File: config.mk
export PLATFORM = sky130hd
export DESIGN_NAME = radix_digit_converter_top_flat
export DESIGN_NICKNAME = d
export VERILOG_FILES = /design/src/rtl/rdc_pkg.sv /design/src/rtl/rdc_in_if.sv /design/src/rtl/rdc_out_if.sv /design/src/rtl/rdc_div.sv /design/src/rtl/radix_digit_converter_top.sv /design/src/flat_wrapper.sv
export SDC_FILE = /design/constraint.sdc
export NUM_CORES = 1
export LEC_CHECK = 0
export BUFFER_PORTS_ARGS = -buffer_cell sky130_fd_sc_hd__buf_2
export CELL_PAD_IN_SITES_DETAIL_PLACEMENT = 0
export CELL_PAD_IN_SITES_GLOBAL_PLACEMENT = 2
export CORE_MARGIN = 2
export CORE_UTILIZATION = 39
export CTS_CLUSTER_DIAMETER = 40
export DETAILED_ROUTE_END_ITERATION = 10
export GPL_TIMING_DRIVEN = 0
export MAX_ROUTING_LAYER = met4
export PLACE_DENSITY_LB_ADDON = 0.1
export SLEW_MARGIN = 20
export SYNTH_ARGS = -nofsm -noshare
export SYNTH_HDL_FRONTEND = slang
export SYNTH_SLANG_ARGS = --single-unit
File: constraint.sdc
create_clock -name clk -period 5.9 [get_ports clk]
set_clock_uncertainty 0.15 [all_clocks]
set_input_delay 0.59 -clock clk [delete_from_list [all_inputs] [get_ports clk]]
set_output_delay 0.59 -clock clk [all_outputs]
set_load 0.03 [all_outputs]
File: src/rtl/rdc_pkg.sv
// Package: shared constants, types and the digit-to-ASCII mapping of the radix digit converter.
`timescale 1ns / 1ps

package rdc_pkg;

  // Fixed field widths.
  localparam int IN_VALUE_W = 32;
  localparam int RADIX_W    = 5;
  localparam int CHAR_W     = 7;
  localparam int DIGIT_W    = 4;

  // Default significant width of the value.
  localparam int DEFAULT_VALUE_WIDTH = 32;

  // Digit stack depth and the width of a count that can hold it.
  localparam int STORE_DEPTH = 32;
  localparam int COUNT_W     = $clog2(STORE_DEPTH + 1);

  // Accepted range of the base.
  localparam logic [RADIX_W-1:0] RADIX_MIN = RADIX_W'(2);
  localparam logic [RADIX_W-1:0] RADIX_MAX = RADIX_W'(16);

  // Character constants.
  localparam logic [DIGIT_W-1:0] DEC_DIGITS  = DIGIT_W'(10);
  localparam logic [DIGIT_W-1:0] DIGIT_MASK  = DIGIT_W'(15);
  localparam logic [CHAR_W-1:0]  CHAR_ZERO   = CHAR_W'(8'h30);
  localparam logic [CHAR_W-1:0]  CHAR_NINE   = CHAR_W'(8'h39);
  localparam logic [CHAR_W-1:0]  CHAR_UPPER_A = CHAR_W'(8'h41);
  localparam logic [CHAR_W-1:0]  CHAR_UPPER_F = CHAR_W'(8'h46);
  localparam logic [CHAR_W-1:0]  CHAR_ERROR  = '0;

  typedef enum logic [1:0] {
    S_IDLE,
    S_DIV,
    S_EMIT,
    S_ERR
  } rdc_state_t;

  // Commands from the sequencer to the divider.
  typedef struct packed {
    logic start;   // load a new value and base, begin a division
    logic again;   // divide the current quotient once more
  } div_ctrl_t;

  // Status from the divider.
  typedef struct packed {
    logic done;       // one cycle: quotient and remainder are final
    logic quot_zero;  // quotient is zero
  } div_stat_t;

  function automatic logic [CHAR_W-1:0] digit_to_ascii(input logic [DIGIT_W-1:0] d);
    logic [DIGIT_W-1:0] dm;
    dm = d & DIGIT_MASK;
    if (dm >= DEC_DIGITS) begin
      return CHAR_UPPER_A + CHAR_W'(dm - DEC_DIGITS);
    end
    return CHAR_ZERO + CHAR_W'(dm);
  endfunction

endpackage

File: src/rtl/rdc_in_if.sv
// Interface: input channel carrying a value and a base.
`timescale 1ns / 1ps

interface rdc_in_if import rdc_pkg::*; ();
  logic                  valid;
  logic                  ready;
  logic [IN_VALUE_W-1:0] value;
  logic [RADIX_W-1:0]    radix;

  modport source (output valid, value, radix, input ready);
  modport sink   (input valid, value, radix, output ready);
endinterface

File: src/rtl/rdc_out_if.sv
// Interface: output channel carrying one ASCII digit with its flags.
`timescale 1ns / 1ps

interface rdc_out_if import rdc_pkg::*; ();
  logic              valid;
  logic              ready;
  logic [CHAR_W-1:0] digit_char;
  logic              last;
  logic              bad_radix;

  modport source (output valid, digit_char, last, bad_radix, input ready);
  modport sink   (input valid, digit_char, last, bad_radix, output ready);
endinterface

File: src/rtl/rdc_div.sv
// Bit-serial restoring divider: one quotient bit per cycle, base up to 16.
`timescale 1ns / 1ps

module rdc_div import rdc_pkg::*; #(
  parameter int VALUE_WIDTH = DEFAULT_VALUE_WIDTH,
  localparam int EW = (VALUE_WIDTH < IN_VALUE_W) ? VALUE_WIDTH : IN_VALUE_W
) (
  input  logic               clk,
  input  logic               rst,
  input  div_ctrl_t          ctrl,
  input  logic [EW-1:0]      load_value,
  input  logic [RADIX_W-1:0] load_radix,
  output div_stat_t          stat,
  output logic [DIGIT_W-1:0] remainder
);

  localparam int CW = $clog2(EW);

  logic [EW-1:0]      quot;
  logic [DIGIT_W-1:0] rem;
  logic [RADIX_W-1:0] radix;
  logic [CW-1:0]      bit_cnt;
  logic               running;
  logic               done;

  logic [RADIX_W-1:0] trial;
  logic               fits;

  // Bring down the next dividend bit and try to subtract the base.
  assign trial = {rem, quot[EW-1]};
  assign fits  = (trial >= radix);

  always_ff @(posedge clk) begin
    if (rst) begin
      running <= 1'b0;
      done    <= 1'b0;
    end else begin
      done <= 1'b0;
      if (ctrl.start || ctrl.again) begin
        running <= 1'b1;
      end else if (running && (bit_cnt == CW'(EW - 1))) begin
        running <= 1'b0;
        done    <= 1'b1;
      end
    end
  end

  always_ff @(posedge clk) begin
    if (ctrl.start) begin
      quot    <= load_value;
      radix   <= load_radix;
      rem     <= '0;
      bit_cnt <= '0;
    end else if (ctrl.again) begin
      rem     <= '0;
      bit_cnt <= '0;
    end else if (running) begin
      quot    <= {quot[EW-2:0], fits};
      rem     <= fits ? DIGIT_W'(trial - radix) : trial[DIGIT_W-1:0];
      bit_cnt <= bit_cnt + CW'(1);
    end
  end

  assign stat.done      = done;
  assign stat.quot_zero = (quot == '0);
  assign remainder      = rem;

endmodule

File: src/rtl/radix_digit_converter_top.sv
// Top level: converts an unsigned value to ASCII digits in a base from 2 to 16.
`timescale 1ns / 1ps

//  Channel   Direction  Payload                          Transfer
//  in_item   sink       value[31:0], radix[4:0]          valid && ready
//  out_item  source     digit_char[6:0], last, bad_radix valid && ready
//
// Each digit comes from one full bit-serial division over the significant value width
// (VALUE_WIDTH, capped at 32), with a hand-over step between divisions; the digits are
// then played out one per cycle if the sink keeps ready. A base outside 2..16 skips the
// divider and gives an error result. Reset clears the sequencer, the digit count and
// the output valid flag; no clearing pass is needed. A stalled sink holds the current
// digit, and a new value is taken only once the last digit of the previous one is in
// the output register.

module radix_digit_converter_top import rdc_pkg::*; #(
  parameter int VALUE_WIDTH = DEFAULT_VALUE_WIDTH
) (
  input  logic        clk,
  input  logic        rst,
  rdc_in_if.sink      in_item,
  rdc_out_if.source   out_item
);

  // Significant width of the value: the field itself is only 32 bits wide.
  localparam int EW = (VALUE_WIDTH < IN_VALUE_W) ? VALUE_WIDTH : IN_VALUE_W;

  rdc_state_t state;
  rdc_state_t state_next;

  // Digit stack: remainders are pushed least significant first and popped from
  // the same end, so the most significant digit leaves first.
  logic [DIGIT_W-1:0] digit_stack [STORE_DEPTH];
  logic [COUNT_W-1:0] digit_count;

  logic               push;
  logic               pop;
  logic               in_fire;
  logic               radix_ok;
  logic               out_free;
  logic               out_load;
  logic               out_load_err;

  logic               out_valid;
  logic [CHAR_W-1:0]  out_char;
  logic               out_last;
  logic               out_bad;

  div_ctrl_t          div_ctrl;
  div_stat_t          div_stat;
  logic [DIGIT_W-1:0] div_rem;

  assign in_item.ready = (state == S_IDLE);
  assign in_fire       = in_item.valid && in_item.ready;
  assign radix_ok      = (in_item.radix >= RADIX_MIN) && (in_item.radix <= RADIX_MAX);
  assign out_free      = !out_valid || out_item.ready;

  rdc_div #(
    .VALUE_WIDTH (VALUE_WIDTH)
  ) u_div (
    .clk        (clk),
    .rst        (rst),
    .ctrl       (div_ctrl),
    .load_value (in_item.value[EW-1:0]),
    .load_radix (in_item.radix),
    .stat       (div_stat),
    .remainder  (div_rem)
  );

  always_ff @(posedge clk) begin
    if (rst) begin
      state <= S_IDLE;
    end else begin
      state <= state_next;
    end
  end

  // Sequencer: starts divisions, collects remainders and plays them out, or flags a bad base.
  always_comb begin
    state_next     = state;
    div_ctrl.start = 1'b0;
    div_ctrl.again = 1'b0;
    push           = 1'b0;
    pop            = 1'b0;
    out_load       = 1'b0;
    out_load_err   = 1'b0;
    unique case (state)
      S_IDLE: begin
        if (in_fire) begin
          if (radix_ok) begin
            div_ctrl.start = 1'b1;
            state_next     = S_DIV;
          end else begin
            state_next = S_ERR;
          end
        end
      end
      S_DIV: begin
        if (div_stat.done) begin
          push = 1'b1;
          // A zero quotient means every digit is in; a zero value still gives one.
          if (div_stat.quot_zero) begin
            state_next = S_EMIT;
          end else begin
            div_ctrl.again = 1'b1;
          end
        end
      end
      S_EMIT: begin
        if (out_free) begin
          out_load = 1'b1;
          pop      = 1'b1;
          if (digit_count == COUNT_W'(1)) begin
            state_next = S_IDLE;
          end
        end
      end
      S_ERR: begin
        if (out_free) begin
          out_load_err = 1'b1;
          state_next   = S_IDLE;
        end
      end
      default: begin
        state_next = S_IDLE;
      end
    endcase
  end

  always_ff @(posedge clk) begin
    if (push) begin
      digit_stack[0] <= div_rem;
      for (int i = 1; i < STORE_DEPTH; i++) begin
        digit_stack[i] <= digit_stack[i-1];
      end
    end else if (pop) begin
      for (int i = 0; i < STORE_DEPTH - 1; i++) begin
        digit_stack[i] <= digit_stack[i+1];
      end
    end
  end

  always_ff @(posedge clk) begin
    if (rst) begin
      digit_count <= '0;
    end else if (div_ctrl.start) begin
      digit_count <= '0;
    end else if (push) begin
      digit_count <= digit_count + COUNT_W'(1);
    end else if (pop) begin
      digit_count <= digit_count - COUNT_W'(1);
    end
  end

  // Output register: holds the current digit while the sink stalls; the sequencer loads it only when it is free.
  always_ff @(posedge clk) begin
    if (rst) begin
      out_valid <= 1'b0;
    end else if (out_load || out_load_err) begin
      out_valid <= 1'b1;
    end else if (out_item.ready) begin
      out_valid <= 1'b0;
    end
  end

  always_ff @(posedge clk) begin
    if (out_load) begin
      out_char <= digit_to_ascii(digit_stack[0]);
      out_last <= (digit_count == COUNT_W'(1));
      out_bad  <= 1'b0;
    end else if (out_load_err) begin
      out_char <= CHAR_ERROR;
      out_last <= 1'b1;
      out_bad  <= 1'b1;
    end
  end

  assign out_item.valid      = out_valid;
  assign out_item.digit_char = out_char;
  assign out_item.last       = out_last;
  assign out_item.bad_radix  = out_bad;

endmodule

File: src/flat_wrapper.sv
// flat-port wrapper written by rule: the top's interface ports become plain ports
module radix_digit_converter_top_flat import rdc_pkg::*;
#(
  parameter int VALUE_WIDTH = DEFAULT_VALUE_WIDTH
)
  (clk, rst, in_item_valid, in_item_value, in_item_radix, in_item_ready, out_item_valid, out_item_digit_char, out_item_last, out_item_bad_radix, out_item_ready);
  rdc_in_if in_item_i ();
  rdc_out_if out_item_i ();
  input  logic clk;
  input  logic rst;
  input wire logic [$bits(in_item_i.valid)-1:0] in_item_valid;
  input wire logic [$bits(in_item_i.value)-1:0] in_item_value;
  input wire logic [$bits(in_item_i.radix)-1:0] in_item_radix;
  output wire logic [$bits(in_item_i.ready)-1:0] in_item_ready;
  output wire logic [$bits(out_item_i.valid)-1:0] out_item_valid;
  output wire logic [$bits(out_item_i.digit_char)-1:0] out_item_digit_char;
  output wire logic [$bits(out_item_i.last)-1:0] out_item_last;
  output wire logic [$bits(out_item_i.bad_radix)-1:0] out_item_bad_radix;
  input wire logic [$bits(out_item_i.ready)-1:0] out_item_ready;
  assign in_item_i.valid = in_item_valid;
  assign in_item_i.value = in_item_value;
  assign in_item_i.radix = in_item_radix;
  assign in_item_ready = in_item_i.ready;
  assign out_item_valid = out_item_i.valid;
  assign out_item_digit_char = out_item_i.digit_char;
  assign out_item_last = out_item_i.last;
  assign out_item_bad_radix = out_item_i.bad_radix;
  assign out_item_i.ready = out_item_ready;
  radix_digit_converter_top #(.VALUE_WIDTH(VALUE_WIDTH)) u_core (.clk(clk), .rst(rst), .in_item(in_item_i), .out_item(out_item_i));
endmodule
After elaboration in Yosys (flattened, before gate mapping)
Memory sizes are Yosys's and may differ from the RTL's.
Index checks and enable logic that the tools add are counted.
Widths: inputs -> output; s select.

operators by class
  add/subtract/negate cells = 7
  magnitude comparators = 4
  equal/unequal tests = 12
  mux-type cells = 74
  bitwise logic cells = 31
  reductions and logical operators = 19

operators by type and width
  cell                 number
  $mux 4               32
  $mux 32              3
  $logic_not 32->1     1
  $or 1x1->1           31
  $mux 7               4
  $mux 1               25
  $mux 2               7
  $mux 6               2
  $ne 2x1->1 const B   5
  $reduce_bool 2->1    5
  $pmux 2 s4           1
  $add 6x4->7 const A  1
  $add 7x7->7 const A  1
  $add 6x1->6 const B  1
  $eq 6x1->1 const B   1
  $reduce_and 6->1     1
  $reduce_or 2->1      3
  $sub 6x1->6 const B  1
  $add 5x1->5 const B  1
  $eq 5x5->1 const B   1
  $ge 5x2->1 const B   1
  $ge 5x5->1           1
  $le 5x5->1 const B   1
  $sub 4x4->5 const B  1
  10 further kinds     16

word-level totals
  register bits after elaboration = 66
  memory bits (writable) = 128
  input port bits = 41
  output and inout bits = 11
  word-level logic and storage cells = 160
  memories kept = 1

memory list
  name                words  bits a word  read ports  clocked after memory_dff  write ports  line                             RTL
  u_core.digit_stack  32     4            32          0                         32           radix_digit_converter_top.sv:33  logic [DIGIT_W-1:0] digit_stack [STORE_DEPTH];

Longest topological paths before layout
  depth after elaboration = 8
  depth in mapped cells = 10
  mapped depth without buffers = 8

Hierarchy
Synthesis repeated with hierarchy kept, for this count alone.

unflattened totals
  cell total of the unflattened synthesis = 801
  area, all modules = 8712.1 µm²

modules (own cells, without submodules)
  module                     instances  cells each  area an instance (µm²)  seq. area each (µm²)
  radix_digit_converter_top  1          637         6471.2                  4284.1
  rdc_div                    1          164         2240.9                  1331.3

Worst setup path after synthesis
OpenSTA, ideal clock, no wires.

  kind = input to register
  start point = input port out_item_ready
  end point = memory u_core.digit_stack[0][0] (enable)
  library setup time = 1.103 ns
  arrival time = 2.972 ns
  required time = 4.647 ns
  slack = 1.675 ns
  cell stages on the path = 3
  path buffers = 0
  cell sequence = nand2b_1 > nand3_1 > nand2_1

RTL lines
  item         line                             RTL
  from (decl)  flat_wrapper.sv:19               input wire logic [$bits(out_item_i.ready)-1:0] out_item_ready;
  to (decl)    radix_digit_converter_top.sv:33

Worst setup path after layout
  start point = register u_core.u_div.quot[11]
  end point = register u_core.u_div.quot[1] (enable)

on the way
  word-level cells in the longest chain between the ends = 6

RTL lines
  item                        line                              RTL
  from (decl)                 rdc_div.sv:19                     logic [EW-1:0] quot;
  from (signal assigned)      rdc_div.sv:50                     quot <= load_value;
  from (signal assigned)      rdc_div.sv:58                     quot <= {quot[EW-2:0], fits};
  $logic_not 32->1            rdc_div.sv:65                     assign stat.quot_zero = (quot == '0);
  $mux 1                      radix_digit_converter_top.sv:102  if (div_stat.quot_zero) begin
  $mux 1                      radix_digit_converter_top.sv:99   if (div_stat.done) begin
  $mux 1                      radix_digit_converter_top.sv:87   unique case (state)
  $ne 2x1->1 (no line)        -
  $reduce_and 2->1 (no line)  -

No other way between the ends.
A chain may end at the register's enable or synchronous reset.

==> results.py <==
metrics = {
    "status": {
        "status": "finished, final reports clean",
    },
    "drt": {
        "drtAntennaViolNets": 0,
        "drc": 0,
        "wl_per_cell_um": 14.3,
        "drtPass1Iterations": 4,
        "drtIter0Drc": 382,
        "routed_wl_um": 17600,
        "avgViaCountPerCell": 4.86,
        "vias": 5973,
    },
    "floorplan": {
        "start_util_pct": 39.7,
        "die_h_um": 153,
        "design.die.area_um2": 23400,
        "fp.dieW_um": 153,
        "io_pins": 52,
        "placementRows": 54,
        "coreArea_um2": 21800,
    },
    "clocking": {
        "htreeDepth": 4,
        "clock_latency_ns": 0.44,
        "tritoncts": "yes",
        "cts_max_path_buffers": 2,
        "cts_hold_buffers": 0,
        "clkTransAtPathRegs_ns": 0.07,
        "cts.sinks": 194,
        "cts_setup_buffers": 0,
        "cts_made_buffers": 17,
        "clock-root-buffer": "clkbuf_16",
        "cts_resized": 0,
    },
    "grt": {
        "antenna_found_initial": 0,
        "grt_max_degree": 53,
        "grt-ovfl-total": 0,
        "grt_first_pass_wirelength_um": 29200,
        "grt_pass1_vias": 5918,
        "grtUsageTotal_pct": 15.9,
    },
    "timing": {
        "fin_setup_tns_ns": 0,
        "setup_viol": 0,
        "maxSlewHeadroom_pct": 49.1,
        "finalCriticalPeriod_ns": 2.60,
        "fmax_mhz": 384,
        "min_period_over_period_pct": 44.1,
        "worst_slew_pin_slew_ns": 0.761,
        "drv_slew": 0,
        "final_hold_viol_count": 0,
        "rsz0062_at_grt": "no",
    },
    "yosys": {
        "synthArstFlopShare_pct": 0,
        "synthFlopType": "edfxtp_1",
        "synth_most_common_cell": "nand2_1",
        "yosysTopAreaCell": "edfxtp_1",
        "synth_edf_count": 173,
        "synth_area_um2": 8660,
        "synth-seq-cells": 194,
        "syn_inst": 864,
        "postSynthAreaPerCell_um2": 10.0,
        "yosys-top-cells-count": "nand2_1, edfxtp_1, nor2_1, dfxtp_1, clkbuf_1",
        "synth-seq-area-share_pct": 64.9,
        "synth_nets": 921,
        "ys_warn_count": 0,
        "synthDistinctLibCells": 48,
        "synth_area_leaders": "edfxtp_1, nand2_1, dfxtp_1",
        "synth_top_area_share_pct": 60.0,
    },
    "cells_and_area": {
        "fin_nets": 993,
        "area_delta_synth_final_pct": 14.2,
        "drive_gt1_share_pct": 12.6,
        "antenna_cells": 0,
        "multi_input_area_um2": 2790,
        "fill_cells": 2148,
        "layout.area.seq_um2": 5620,
    },
    "power": {
        "pwr-share-seq_pct": 52.5,
        "switching_power_mw": 0.903,
        "combPwrFrac_pct": 12.7,
        "power.total_mw": 3.26,
        "power_density_nw_per_um2": 330,
        "pwr-share-clk_pct": 34.8,
        "p_int_mw": 2.35,
        "peakVddDrop_v": 0.000200,
        "leakagePower_nw": 4.12,
        "power.share.switching_pct": 27.7,
    },
    "hold_path": {
        "min_path_cells": 1,
        "hold_class": "in2reg",
        "hp-start": "in_item_radix[2]",
        "holdPathEnd": "u_core.u_div.radix[2]",
    },
    "setup_path": {
        "crit_path_end_kind": "flip-flop",
        "critPathArrivalTime_ns": 2.51,
        "start_kind": "flip-flop",
        "cp_max_fo": 32,
        "crit_required_ns": 5.81,
        "path_class": "reg2reg",
        "rr_worst_depth": 5,
        "r2r_setup_slack_ns": 3.30,
        "r2r-start": "u_core.u_div.quot[11]",
        "reg2reg_to": "u_core.u_div.quot[1]",
    },
    "place": {
        "hpwl_um": 12000,
        "gp_congestion": 0.784,
        "portBuffers": 51,
    },
    "job": {
        "max_cap_viol_count": 0,
    },
}
==> layout make-up <==
cell class / instances / area share (%)
flip-flops and latches: 194 / 56.8
multi-input cells: 611 / 28.2
clock buffers: 17 / 4.30
well taps: 280 / 3.54
repair buffers: 53 / 3.06
plain buffers: 40 / 1.94
clock inverters: 15 / 1.41
inverters: 19 / 0.722
==> metrics by stage <==
| step | hold slack, ns | worst slack (ns) | area [um^2] | util, % | std cells |
|---|---|---|---|---|---|
| after floorplan | 0.276 | 1.67 | 8660 | - | 864 |
| after global placement | 0.291 | 0.181 | 9260 | 42.4 | 1195 |
| after detailed placement | 0.288 | 2.88 | 9320 | 42.7 | 1197 |
| after CTS | 0.181 | 3.25 | 9880 | 45.3 | 1229 |
| after global routing | 0.177 | 3.13 | 9880 | 45.3 | 1229 |
| final | 0.199 | 3.30 | 9880 | 45.3 | 1229 |
==> worst max-delay path by stage <==
stage | cells after the start | slack (ns) | end | start
final | 5 | 3.30 | u_core.u_div.quot[1] | u_core.u_div.quot[11]
after global routing | 5 | 3.13 | u_core.u_div.quot[1] | u_core.u_div.quot[11]
after CTS | 5 | 3.25 | u_core.u_div.quot[1] | u_core.u_div.quot[11]
after detailed placement | 7 | 2.88 | u_core.u_div.quot[11] | in_item_radix[3]
after global placement | 4 | 0.18 | u_core.digit_stack[30][1] | out_item_ready
after floorplan | 3 | 1.67 | u_core.digit_stack[0][0] | out_item_ready
==> power groups by stage <==
stage / clock network, mW / registers (mW) / logic, mW
finish: 1.13 / 1.71 / 0.413
CTS: 1.16 / 1.71 / 0.419
global placement: 0 / 1.75 / 0.396
detailed placement: 0 / 1.74 / 0.417
global route: 1.22 / 1.72 / 0.476
floorplan: 0 / 1.74 / 0.291
==> cell families after synthesis <==
kind of cell    after synthesis  synth area share [%]
buf+inv                      59                  3.03
mux                           6                 0.737
xor+xnor                     13                  1.32
fa+ha+maj                    16                  2.40
simple gates                536                  24.4
flops                       194                  64.9
compound gates               40                  3.28
==> sequential cells by signal (all words and copies together), names as in the netlist <==
register	cells
u_core.digit_count	6
u_core.out_item.last	1
u_core.u_div.bit_cnt	5
u_core.digit_stack	128
u_core.u_div.quot	32
u_core.u_div.remainder	4
u_core.u_div.running	1
u_core.out_item.valid	1
u_core.u_div.radix	5
u_core.state	2
u_core.out_item.digit_char	7
u_core.out_item.bad_radix	1
u_core.u_div.done	1
==> metal layers <==
metal | wire [um] | GRT usage (%)
met5 | 0 | -
met4 | 261 | 5.20
met3 | 498 | 3.01
met2 | 8190 | 24.5
met1 | 8680 | 21.4
==> placed cells by master, fill, tap and decap left out, drive strengths merged, types with 9 or more instances in the layout <==
master  count
o21ai      14
clkbuf     37
buf        73
dfxtp      21
ha         15
nand2     471
nor2       24
nor3        9
inv        28
edfxtp    173
==> critical path, stage by stage, from the launching register on <==
cell	delay [ns]
edfxtp_1	0.42
nor4_1	0.41
nand4_1	0.16
nor2_1	0.31
o21ai_0	0.15
nand2_2	0.61
(Power assumes the default switching activity.)
